File: src/rtl/core/lgs_pkg.sv
// shared types and constants for the life grid generation step block
`default_nettype none

package lgs_pkg;

  localparam int CFG_W   = 7;
  localparam int COORD_W = 6;

  // config register reset value (rows and columns in use)
  localparam logic [CFG_W-1:0] CFG_RESET = 7'd50;

  // life rule neighbor counts
  localparam int LIVE_BIRTH = 3;
  localparam int LIVE_KEEP  = 2;

  typedef enum logic [1:0] {
    ACT_WRITE   = 2'd0,
    ACT_ADVANCE = 2'd1,
    ACT_READ    = 2'd2,
    ACT_NONE    = 2'd3
  } action_t;

  typedef enum logic [0:0] {
    CFG_ROWS = 1'b0,
    CFG_COLS = 1'b1
  } cfg_reg_t;

  typedef struct packed {
    action_t              action;
    logic [COORD_W-1:0]   row_index;
    logic [COORD_W-1:0]   column_index;
    logic                 new_state;
  } lgs_in_t;

  typedef struct packed {
    logic cell_state;
    logic done_res;
  } lgs_out_t;

  typedef enum logic [2:0] {
    S_IDLE   = 3'd0,
    S_WR_RD  = 3'd1,
    S_WR_WB  = 3'd2,
    S_RD_RD  = 3'd3,
    S_RD_OUT = 3'd4,
    S_ADV    = 3'd5,
    S_NOP    = 3'd6
  } lgs_state_t;

  // commands from the controller to the datapath
  typedef struct packed {
    logic load_in;     // capture the accepted item
    logic clear_buf;   // zero the row buffers
    logic rd_en;       // issue a grid row read
    logic rd_sel_adv;  // read address from the sweep, else from the item
    logic adv_shift;   // shift the row buffers
    logic adv_write;   // write a new generation row
    logic cell_write;  // write back the updated cell row
    logic emit;        // load the result register
    logic emit_done;   // done flag of the result
    logic emit_cell;   // result carries the read cell
  } ctrl_cmd_t;

endpackage

`default_nettype wire

File: src/rtl/core/lgs_ctrl.sv
// controller state machine: sequences cell writes, reads, generation sweeps and no-op results
`default_nettype none

module lgs_ctrl import lgs_pkg::*; #(
  parameter int MAX_ROWS = 64
) (
  input  wire logic                              clk,
  input  wire logic                              rst_n,
  input  wire logic                              start,
  input  wire action_t                           action,
  input  wire logic [$clog2(MAX_ROWS+2)-1:0]     eff_rows,
  output logic                                   busy,
  output ctrl_cmd_t                              cmd,
  output logic [$clog2(MAX_ROWS)-1:0]            adv_rd_row,
  output logic [$clog2(MAX_ROWS)-1:0]            adv_wr_row
);

  localparam int AW = $clog2(MAX_ROWS);
  localparam int SW = $clog2(MAX_ROWS + 2);

  lgs_state_t    state_r, state_nxt;
  logic [SW-1:0] step_r, step_nxt;

  always_ff @(posedge clk) begin
    if (!rst_n) begin
      state_r <= S_IDLE;
      step_r  <= '0;
    end else begin
      state_r <= state_nxt;
      step_r  <= step_nxt;
    end
  end

  always_comb begin
    state_nxt = state_r;
    step_nxt  = step_r;
    cmd       = '0;
    busy      = (state_r != S_IDLE);
    case (state_r)
      S_IDLE: begin
        if (start) begin
          cmd.load_in = 1'b1;
          step_nxt    = '0;
          case (action)
            ACT_WRITE: begin
              state_nxt = S_WR_RD;
            end
            ACT_ADVANCE: begin
              cmd.clear_buf = 1'b1;
              state_nxt     = S_ADV;
            end
            ACT_READ: begin
              state_nxt = S_RD_RD;
            end
            default: begin
              state_nxt = S_NOP;
            end
          endcase
        end
      end
      S_WR_RD: begin
        cmd.rd_en = 1'b1;
        state_nxt = S_WR_WB;
      end
      S_WR_WB: begin
        cmd.cell_write = 1'b1;
        cmd.emit       = 1'b1;
        cmd.emit_done  = 1'b1;
        state_nxt      = S_IDLE;
      end
      S_RD_RD: begin
        cmd.rd_en = 1'b1;
        state_nxt = S_RD_OUT;
      end
      S_RD_OUT: begin
        cmd.emit      = 1'b1;
        cmd.emit_done = 1'b1;
        cmd.emit_cell = 1'b1;
        state_nxt     = S_IDLE;
      end
      S_ADV: begin
        // read row step, write back row step-2
        cmd.adv_shift = 1'b1;
        if (step_r < eff_rows) begin
          cmd.rd_en      = 1'b1;
          cmd.rd_sel_adv = 1'b1;
        end
        if (step_r >= SW'(2)) begin
          cmd.adv_write = 1'b1;
        end
        if (step_r == SW'(eff_rows + SW'(1))) begin
          cmd.emit      = 1'b1;
          cmd.emit_done = 1'b1;
          state_nxt     = S_IDLE;
        end else begin
          step_nxt = SW'(step_r + SW'(1));
        end
      end
      S_NOP: begin
        cmd.emit  = 1'b1;
        state_nxt = S_IDLE;
      end
      default: begin
        state_nxt = S_IDLE;
      end
    endcase
  end

  assign adv_rd_row = AW'(step_r);
  assign adv_wr_row = AW'(step_r - SW'(2));

  a_write_after_prime: assert property (@(posedge clk) disable iff (!rst_n)
    cmd.adv_write |-> step_r >= SW'(2))
    else $error("sweep wrote a row before the buffers were primed");

  a_emit_ends_item: assert property (@(posedge clk) disable iff (!rst_n)
    cmd.emit |=> state_r == S_IDLE)
    else $error("controller not idle after a result");

  a_idle_quiet: assert property (@(posedge clk) disable iff (!rst_n)
    (state_r == S_IDLE) |-> !(cmd.adv_write || cmd.cell_write || cmd.rd_en))
    else $error("grid access while idle");

endmodule

`default_nettype wire

File: config.mk
export PLATFORM = sky130hd
export DESIGN_NAME = lgs_ctrl
export DESIGN_NICKNAME = d
export VERILOG_FILES = /design/src/rtl/core/lgs_pkg.sv /design/src/rtl/core/lgs_ctrl.sv
export SDC_FILE = /design/constraint.sdc
export NUM_CORES = 1
export LEC_CHECK = 0
export ABC_AREA = 0
export BUFFER_PORTS_ARGS = -buffer_cell sky130_fd_sc_hd__buf_2
export CAP_MARGIN = 20
export CORE_MARGIN = 2
export CORE_UTILIZATION = 30
export CTS_CLUSTER_SIZE = 30
export DETAILED_ROUTE_END_ITERATION = 16
export GPL_ROUTABILITY_DRIVEN = 1
export PLACE_DENSITY = 0.63
export REMOVE_ABC_BUFFERS = 1
export SLEW_MARGIN = 0
export SYNTH_ARGS = -nofsm -noshare
export SYNTH_HDL_FRONTEND = slang
export SYNTH_SLANG_ARGS = --single-unit
File: constraint.sdc
create_clock -name clk -period 2.47 [get_ports clk]
set_input_delay 0.247 -clock clk [delete_from_list [all_inputs] [get_ports clk]]
set_output_delay 0.247 -clock clk [all_outputs]
set_load 0.02 [all_outputs]
==> results of run 1 <==
==> layer usage <==
metal / vias up / part of all wire
li1: 567 / -
met1: 496 / 0.51
met2: 28 / 0.42
met3: 4 / 0.053
met4: 0 / 0.010
met5: - / 0
==> kinds of logic after synthesis <==
logic type / count (synthesis)
muxes: 2
adders and majority gates: 12
xor gates and xnor gates: 12
buffers and inverters: 26
AOI/OAI and AO/OA: 30
and+or+nand+nor: 51
DFF: 10
==> where the power goes <==
| group | total [W] | switching [W] | internal, W |
|---|---|---|---|
| clock network | 0.000173 | 0.0000661 | 0.000107 |
| registers | 0.000180 | 0.0000120 | 0.000168 |
| logic | 0.000197 | 0.000115 | 0.0000825 |
==> stage by stage <==
| step | std cells | TNS (ns) | power [W] | area [µm²] |
|---|---|---|---|---|
| after floorplan | 132 | -0.102 | 0.000308 | 1030 |
| after global placement | 222 | 0 | 0.000370 | 1320 |
| after detailed placement | 222 | 0 | 0.000372 | 1320 |
| after CTS | 225 | 0 | 0.000547 | 1370 |
| after global routing | 226 | -0.0157 | 0.000582 | 1410 |
| final | 226 | 0 | 0.000551 | 1410 |
==> worst min path at each step <==
stage,start,to,cells after the start
5_1_grt,action[1],state_r[1],3
3_3_place_gp,state_r[1],state_r[1],1
2_1_floorplan,rst_n,step_r[3],2
6_report,action[1],state_r[1],3
4_1_cts,action[1],state_r[1],3
3_5_place_dp,state_r[1],state_r[1],1
==> flip-flops by register name, indices dropped and copies added (netlist names) <==
register  count
state_r       3
step_r        7
==> critical path, stage by stage <==
cell and delay (ns):
sky130_fd_sc_hd__buf_2 0.13, sky130_fd_sc_hd__ha_1 0.30, sky130_fd_sc_hd__xor2_1 0.14, sky130_fd_sc_hd__or3_4 0.41, sky130_fd_sc_hd__or4_4 0.55, sky130_fd_sc_hd__o21ai_2 0.14
sky130_fd_sc_hd__o21a_1 0.14, sky130_fd_sc_hd__buf_6 0.12
==> final cells by class <==
class	count	area [µm²]	area share
repair buffers	43	244	0.174
flip-flops and latches	10	204	0.145
inverters	15	56.3	0.0401
well taps	48	60.1	0.0427
multi-input cells	107	800	0.569
clock buffers	3	41.3	0.0294
==> timing repair <==
action | in CTS | in global routing
setup endpoints to repair | 1 | 1
pin swaps | 1 | 5
resized for setup | 1 | 8
setup buffers | 0 | 1
gates cloned | 0 | 0
==> cells in the final DEF, fill, tap and decap left out, drive strengths merged, types with 6 or more instances in the layout <==
master and instances:
buf 43, dfxtp 10, ha 12, inv 15
nand2 14, nand3 6, nor2 6, o21ai 8
xor2 7
==> impl.org, run 1 <==
** Synthesis
- In the synthesized netlist the dominant register cell turns out to be sky130_fd_sc_hd__dfxtp_1.
- Mean area per synthesized cell :: 7.75 µm²
- The share of the Yosys chip area taken by registers is 0.181.
- In the synthesized netlist, the number of instances is 143.
- The compound-gate portion of the synthesized area came to 0.179.
- Ranked by total cell area, the synthesized netlist is headed by sky130_fd_sc_hd__dfxtp_1, sky130_fd_sc_hd__ha_1, sky130_fd_sc_hd__inv_1.
- Adder and majority gate portion of the synthesized area :: 0.135
- Of all flip-flops after synthesis, the portion carrying an async set or reset was 0.
- The cell area that synthesis handed to floorplanning was 1110 µm².
- Yosys mapped the design onto 39 distinct sky130hd cell types.
- During synthesis, Yosys emitted a total of 0 warnings.
- sky130_fd_sc_hd__inv_1 is the most common cell in the netlist.
- Of the total synthesized cell area, the portion taken by XOR and XNOR cells is 0.102.
- #FFs+latches synth :: 10
- Of the post-synthesis cell area, the part taken by muxes is 0.0181.
- In this run, synthesis inferred 0 flip-flops with an integrated enable.
- Top cell type's share of synthesized area :: 0.181
- The commonest cells after synthesis are sky130_fd_sc_hd__inv_1, sky130_fd_sc_hd__nand2_1, sky130_fd_sc_hd__ha_1.
- Of the total synthesized cell area, the portion taken by AND, OR, NAND and NOR gates is 0.266.
- By area, the combinational part of the netlist is dominated by simple AND/OR/NAND/NOR gates.
- Largest area contributor in the synthesized netlist :: sky130_fd_sc_hd__dfxtp_1

** Clock tree
- The clock reaches the later pin of the worst-skew pair after 0.24 ns.
- TritonCTS created 3 clock buffers.
- TritonCTS clock tree :: built
- Number of levels the H-tree was split into :: 1
- Clock-pin slew reported for the worst setup and hold paths after clock tree synthesis :: 0.04 ns
- Cts-stage hold buffer count :: 0
- The tree is rooted in a sky130_fd_sc_hd__clkbuf_8.
- Total number of clock tree sinks :: 10
- Clock Tree Buf Depth :: 2

** Power
- IR drop worst, VDD :: 0.266 mV
- Pwr dens :: 392 nW/µm²
- Leakage power total :: 0.667 nW

** Timing
- Setup violations remaining at the end of the flow were counted as 0.
- Headroom to the max-slew limit came out at 0.701.
- Static timing analysis puts the maximum clock frequency at 412 MHz.
- Final hold analysis gives a worst-case slack of 0.308 ns.
- Transition time at the pin with the least slew margin :: 0.443 ns
- Crit path setup slack, layout :: 0.0452 ns
- Hold Violations, Final :: 0
- Across the routed clock network, the largest skew measured is 0.00435 ns.
- For the finished layout, the period the worst path requires is 2.42 ns.
- Unrepaired setup endpoints after global routing :: true
- Max-slew violation count :: 0
- Final Cycle Share :: 0.982

** GRT
- Layer with the highest usage after global routing :: met2
- Maximum number of pins on one net before global-route repair :: 13
- Met1 track utilization from global routing :: 0.184
- Met2 global-route usage :: 0.211
- The total overflow left after global routing is 0.
- For this run, global-route usage on met3 was measured as 0.0260.
- Total routing resource utilization after global routing :: 0.135
- The first global-routing pass estimated 4410 µm of wire.
- Number of antenna violations at the first check in global routing :: 0
- The via count of the first global-routing pass is 989.

** Place
- Detailed placement HPWL :: 2140 µm
- Port buffering added 34 buffers.
- At the end of routability-driven placement, the weighted congestion stood at 0.747.
- Setup WS pre-CTS :: 0.104 ns

** Layout
- The number of antenna diodes in the final layout is 0.
- Final core utilization :: 0.390
- Relative to the synthesized area, the layout overhead comes to 26.7%.
- At the end of the flow, the number of nets in the layout was 204.
- In the final layout, the share of cells above drive strength 1 is 0.326.
- Fill cells in the final layout number 392.

** Setup path
- Setup crit start kind :: input pin
- Measured in cells, the most critical reg-to-reg path has a length of 6.
- Type of the worst setup path :: in2out
- Beginning of the worst register-to-register path :: step_r[3]
- STA classifies the critical path endpoint as a primary output.
- Critical Path Start :: eff_rows[0]
- In this run the worst path has a maximum fanout of 4.
- At the worst endpoint, the arrival time is 2.18 ns.
- Setup slack on the worst reg-to-reg path comes out at 0.52 ns.
- Crit path required time :: 2.22 ns
- The endpoint identified for the worst register-to-register timing path is step_r[3].
- Critical Path End :: cmd[2]

** Detailed routing
- Length of the first detailed-routing pass in iterations :: 3
- In this run, the number of DRC markers left after iteration 0 of detailed routing was 38.
- In the routed design, unresolved DRC markers number 0.
- The detail route stage leaves a number of antenna-violating nets equal to 0.
- Total detailed-routing wirelength :: 2710 µm
- In the final routed layout, each cell accounts on average for 12.0 µm.
- In the routed layout, each cell is associated on average with a via count of 4.85.
- Across all layers, the routed design uses 1095 vias.

** Die
- Width of the die :: 64.8 µm
- 35 I/O pins were placed.
- For this configuration, the core starts out at a cell density of 0.307.
- Floorplan die area :: 4200 µm²
- Die height :: 64.8 µm
- In this run the core area contains 22 standard-cell rows.
- Standard cell core area :: 3610 µm²

** Outcome
- The run finished with clean final reports.

** Min path
- In this run the worst hold path is classified as in2reg.

** Job
- Reported max-cap violation count :: 0
Power figures use the tool's default switching activity.
==> run 2, diff against run 1 <==
Settings changed: CORE_UTILIZATION 30 to 51, PLACE_DENSITY 0.63 to 0.91.
==> impl.org, run 2 (synthesized netlist as in run 1, its figures left out) <==
** Clock tree
- Clk Tree Root Cell :: sky130_fd_sc_hd__clkbuf_4 (was sky130_fd_sc_hd__clkbuf_8)
- The number of buffers created by CTS was 3 (unchanged).
- The source-to-sink clock delay at the later pin of the worst-skew pair came to 0.26 ns (was 0.24 ns).
- Total number of clock tree sinks :: 10 (unchanged)
- The H-tree level count came to 1 (unchanged).
- Clock-pin slew reported for the worst setup and hold paths after clock tree synthesis :: 0.07 ns (was 0.04 ns)
- The clock tree from TritonCTS is built (unchanged).
- The buffer levels on the longest clock path came to 2 (unchanged).

** Layout
- Fill cell total of the finished layout :: 154 (was 392)
- Top Registers: step_r x7, state_r x3 (unchanged).
- Most frequent standard cell in the layout excluding fill and tap cells :: sky130_fd_sc_hd__buf_2 (unchanged)
- The post-synthesis to final-layout area growth is 23.9% (was 26.7%).
- Most used cells in the layout excluding fill and tap cells: sky130_fd_sc_hd__buf_2, sky130_fd_sc_hd__inv_1, sky130_fd_sc_hd__nand2_1, sky130_fd_sc_hd__ha_1, sky130_fd_sc_hd__buf_4 (unchanged).
- The number of flip-flops in the largest register is 7 (unchanged).
- Register with the most flip-flops :: step_r (unchanged)
- The antenna diode instance count came to 0 (unchanged).
- The final cell area excluding filler cells came to 1370 µm² (was 1410 µm²).
- Final cell count without fillers :: 206 (was 226)
- The share of final-layout standard cells stronger than drive strength 1 came to 0.330 (was 0.326).
- The final-stage net count was 204 (unchanged).

** Setup path
- Highest fanout seen on the critical path :: 4 (unchanged)
- Crit path required time :: 2.22 ns (about the same)
- Cell type group with the largest total delay on the critical path :: simple AND/OR/NAND/NOR gates (unchanged)
- The endpoint type of the worst setup path is a primary output (unchanged).
- Cell Chain, Critical Path: buf_2, ha_1, xor2_1, or3_4, or4_4, o21ai_2, o21a_1, buf_6 (unchanged).
- Reg2Reg Setup Slack :: 0.45 ns (was 0.52 ns)
- Critical path arrival :: 2.19 ns (was 2.18 ns)
- The delay of the slowest cell on the worst path came to 0.55 ns (about the same).
- CP bufs+invs :: 2 (unchanged)
- Cell with the largest stage delay on the worst path :: sky130_fd_sc_hd__or4_4 (unchanged)
- The type of element launching the critical path is an input pin (unchanged).
- Type of the worst setup path :: in2out (unchanged)

** Die
- Width of the die :: 50.6 µm (was 64.8 µm)
- The area of the core region came to 2000 µm² (was 3610 µm²).
- Row Count :: 16 (was 22)
- The die boundary height is 50.6 µm (was 64.8 µm).
- Floorplan die area :: 2560 µm² (was 4200 µm²)
- The starting density of the core came to 0.554 (was 0.307).
- The count of pins on the block boundary came to 35 (unchanged).

** Timing
- The setup clock skew after layout came to 0.00275 ns (was 0.00435 ns).
- Transition time at the pin with the least slew margin :: 0.469 ns (was 0.443 ns)
- Setup Total Neg Slack :: 0 ns (unchanged)
- Unrepaired setup endpoints after global routing :: true (unchanged)
- The hold violation count in the final report came to 0 (unchanged).
- Post-layout min period :: 2.44 ns (was 2.42 ns)
- Max-slew violation count :: 0 (unchanged)
- The portion of the clock cycle consumed by the worst path in the final layout came to 0.988 (was 0.982).
- The relative max-transition margin came to 0.685 (was 0.701).
- The achievable frequency came to 410 MHz (was 412 MHz).
- The final worst setup slack is 0.0297 ns (was 0.0452 ns).
- The final-report setup violation count is 0 (unchanged).

** Power
- The overall power consumption is 0.000526 W (was 0.000551 W).
- Pwr dens :: 383 nW/µm² (was 392 nW/µm²)
- Leakage power total :: 0.665 nW (was 0.667 nW)
- IR drop worst, VDD :: 0.297 mV (was 0.266 mV)

** Outcome
- Run status: finished, final reports clean (unchanged).

** Detailed routing
- # DRC :: 0 (unchanged)
- Length of the first detailed-routing pass in iterations :: 4 (was 3)
- Total number of vias :: 1196 (was 1095)
- The remaining antenna violation count came to 0 (unchanged).
- The post-detailed-route wirelength per cell was 14.5 µm (was 12.0 µm).
- Total detailed-routing wirelength :: 2990 µm (was 2710 µm)
- Post-detailed-route via-to-cell ratio :: 5.81 (was 4.85)
- The DRC marker count from the first detailed-route iteration is 49 (was 38).

** Place
- The cell area after placement was 1280 µm² (was 1320 µm²).
- The total of buffers placed on input and output ports was 34 (unchanged).
- The placed instance count is 199 (was 222).
- The worst setup slack after placement was 0.0711 ns (was 0.104 ns).
- Detailed placement HPWL :: 2210 µm (was 2140 µm)
- The final weighted congestion in routability-driven placement was 0.930 (was 0.747).

** Job
- The count of max-cap constraint violations was 0 (unchanged).

** GRT
- The initial antenna violation count was 0 (unchanged).
- The total global routing overflow came to 0 (unchanged).
- Global-route wire length before repair :: 4760 µm (was 4410 µm)
- The largest net degree at the start of global routing was 13 (unchanged).
- The via count of the first global-routing pass is 1108 (was 989).
- Total routing resource utilization after global routing :: 0.238 (was 0.135)

** Min path
- Hold Path Class :: in2reg (unchanged)
==> run 2: worst paths after layout <==
kind / startpoint / end / depth (start not counted)
hold / removal: action[1] / state_r[0] / 4
setup / recovery: eff_rows[0] / cmd[2] / 8
hold reg to reg: step_r[1] / step_r[1] / 2
setup reg to reg: step_r[3] / step_r[5] / 7
==> run 2: layout make-up <==
class,instances,area (µm²),area share
clock buffers,4,36.3,0.0264
inverters,15,56.3,0.0410
multi-input cells,107,800,0.582
flip-flops and latches,10,204,0.148
well taps,27,33.8,0.0246
repair buffers,43,244,0.178
==> run 2: timing repair <==
action / in CTS / in global routing
setup buffers: 0 / 3
gates resized for setup: 3 / 6
pin swaps: 1 / 5
setup endpoints to repair: 1 / 3
hold buffers: 0 / 0
==> run 2: tightest hold or removal path, stage by stage <==
cell	delay, ns
sky130_fd_sc_hd__buf_2	0.09
sky130_fd_sc_hd__nand2_1	0.05
sky130_fd_sc_hd__nand2_1	0.05
sky130_fd_sc_hd__a21oi_1	0.05
==> run 2: metrics by stage <==
stage | utilization | hold slack [ns]
2_1_floorplan | - | 0.391
3_3_place_gp | 0.641 | 0.536
3_5_place_dp | 0.641 | 0.552
4_1_cts | 0.663 | 0.282
5_1_grt | 0.686 | 0.320
6_report | 0.686 | 0.279
==> run 2: routing by layer <==
| metal | part of all wire | vias to the layer above | global-route usage |
|---|---|---|---|
| li1 | - | 571 | - |
| met1 | 0.40 | 560 | 0.274 |
| met2 | 0.51 | 53 | 0.454 |
| met3 | 0.057 | 12 | 0.0268 |
| met4 | 0.031 | 0 | 0.0676 |
| met5 | 0 | - | 0 |
==> run 2: report_power, final <==
part	total, W	internal, W	switching (W)
sequential	0.000180	0.000168	0.0000122
clock	0.000148	0.0000895	0.0000582
combinational	0.000199	0.0000789	0.000120
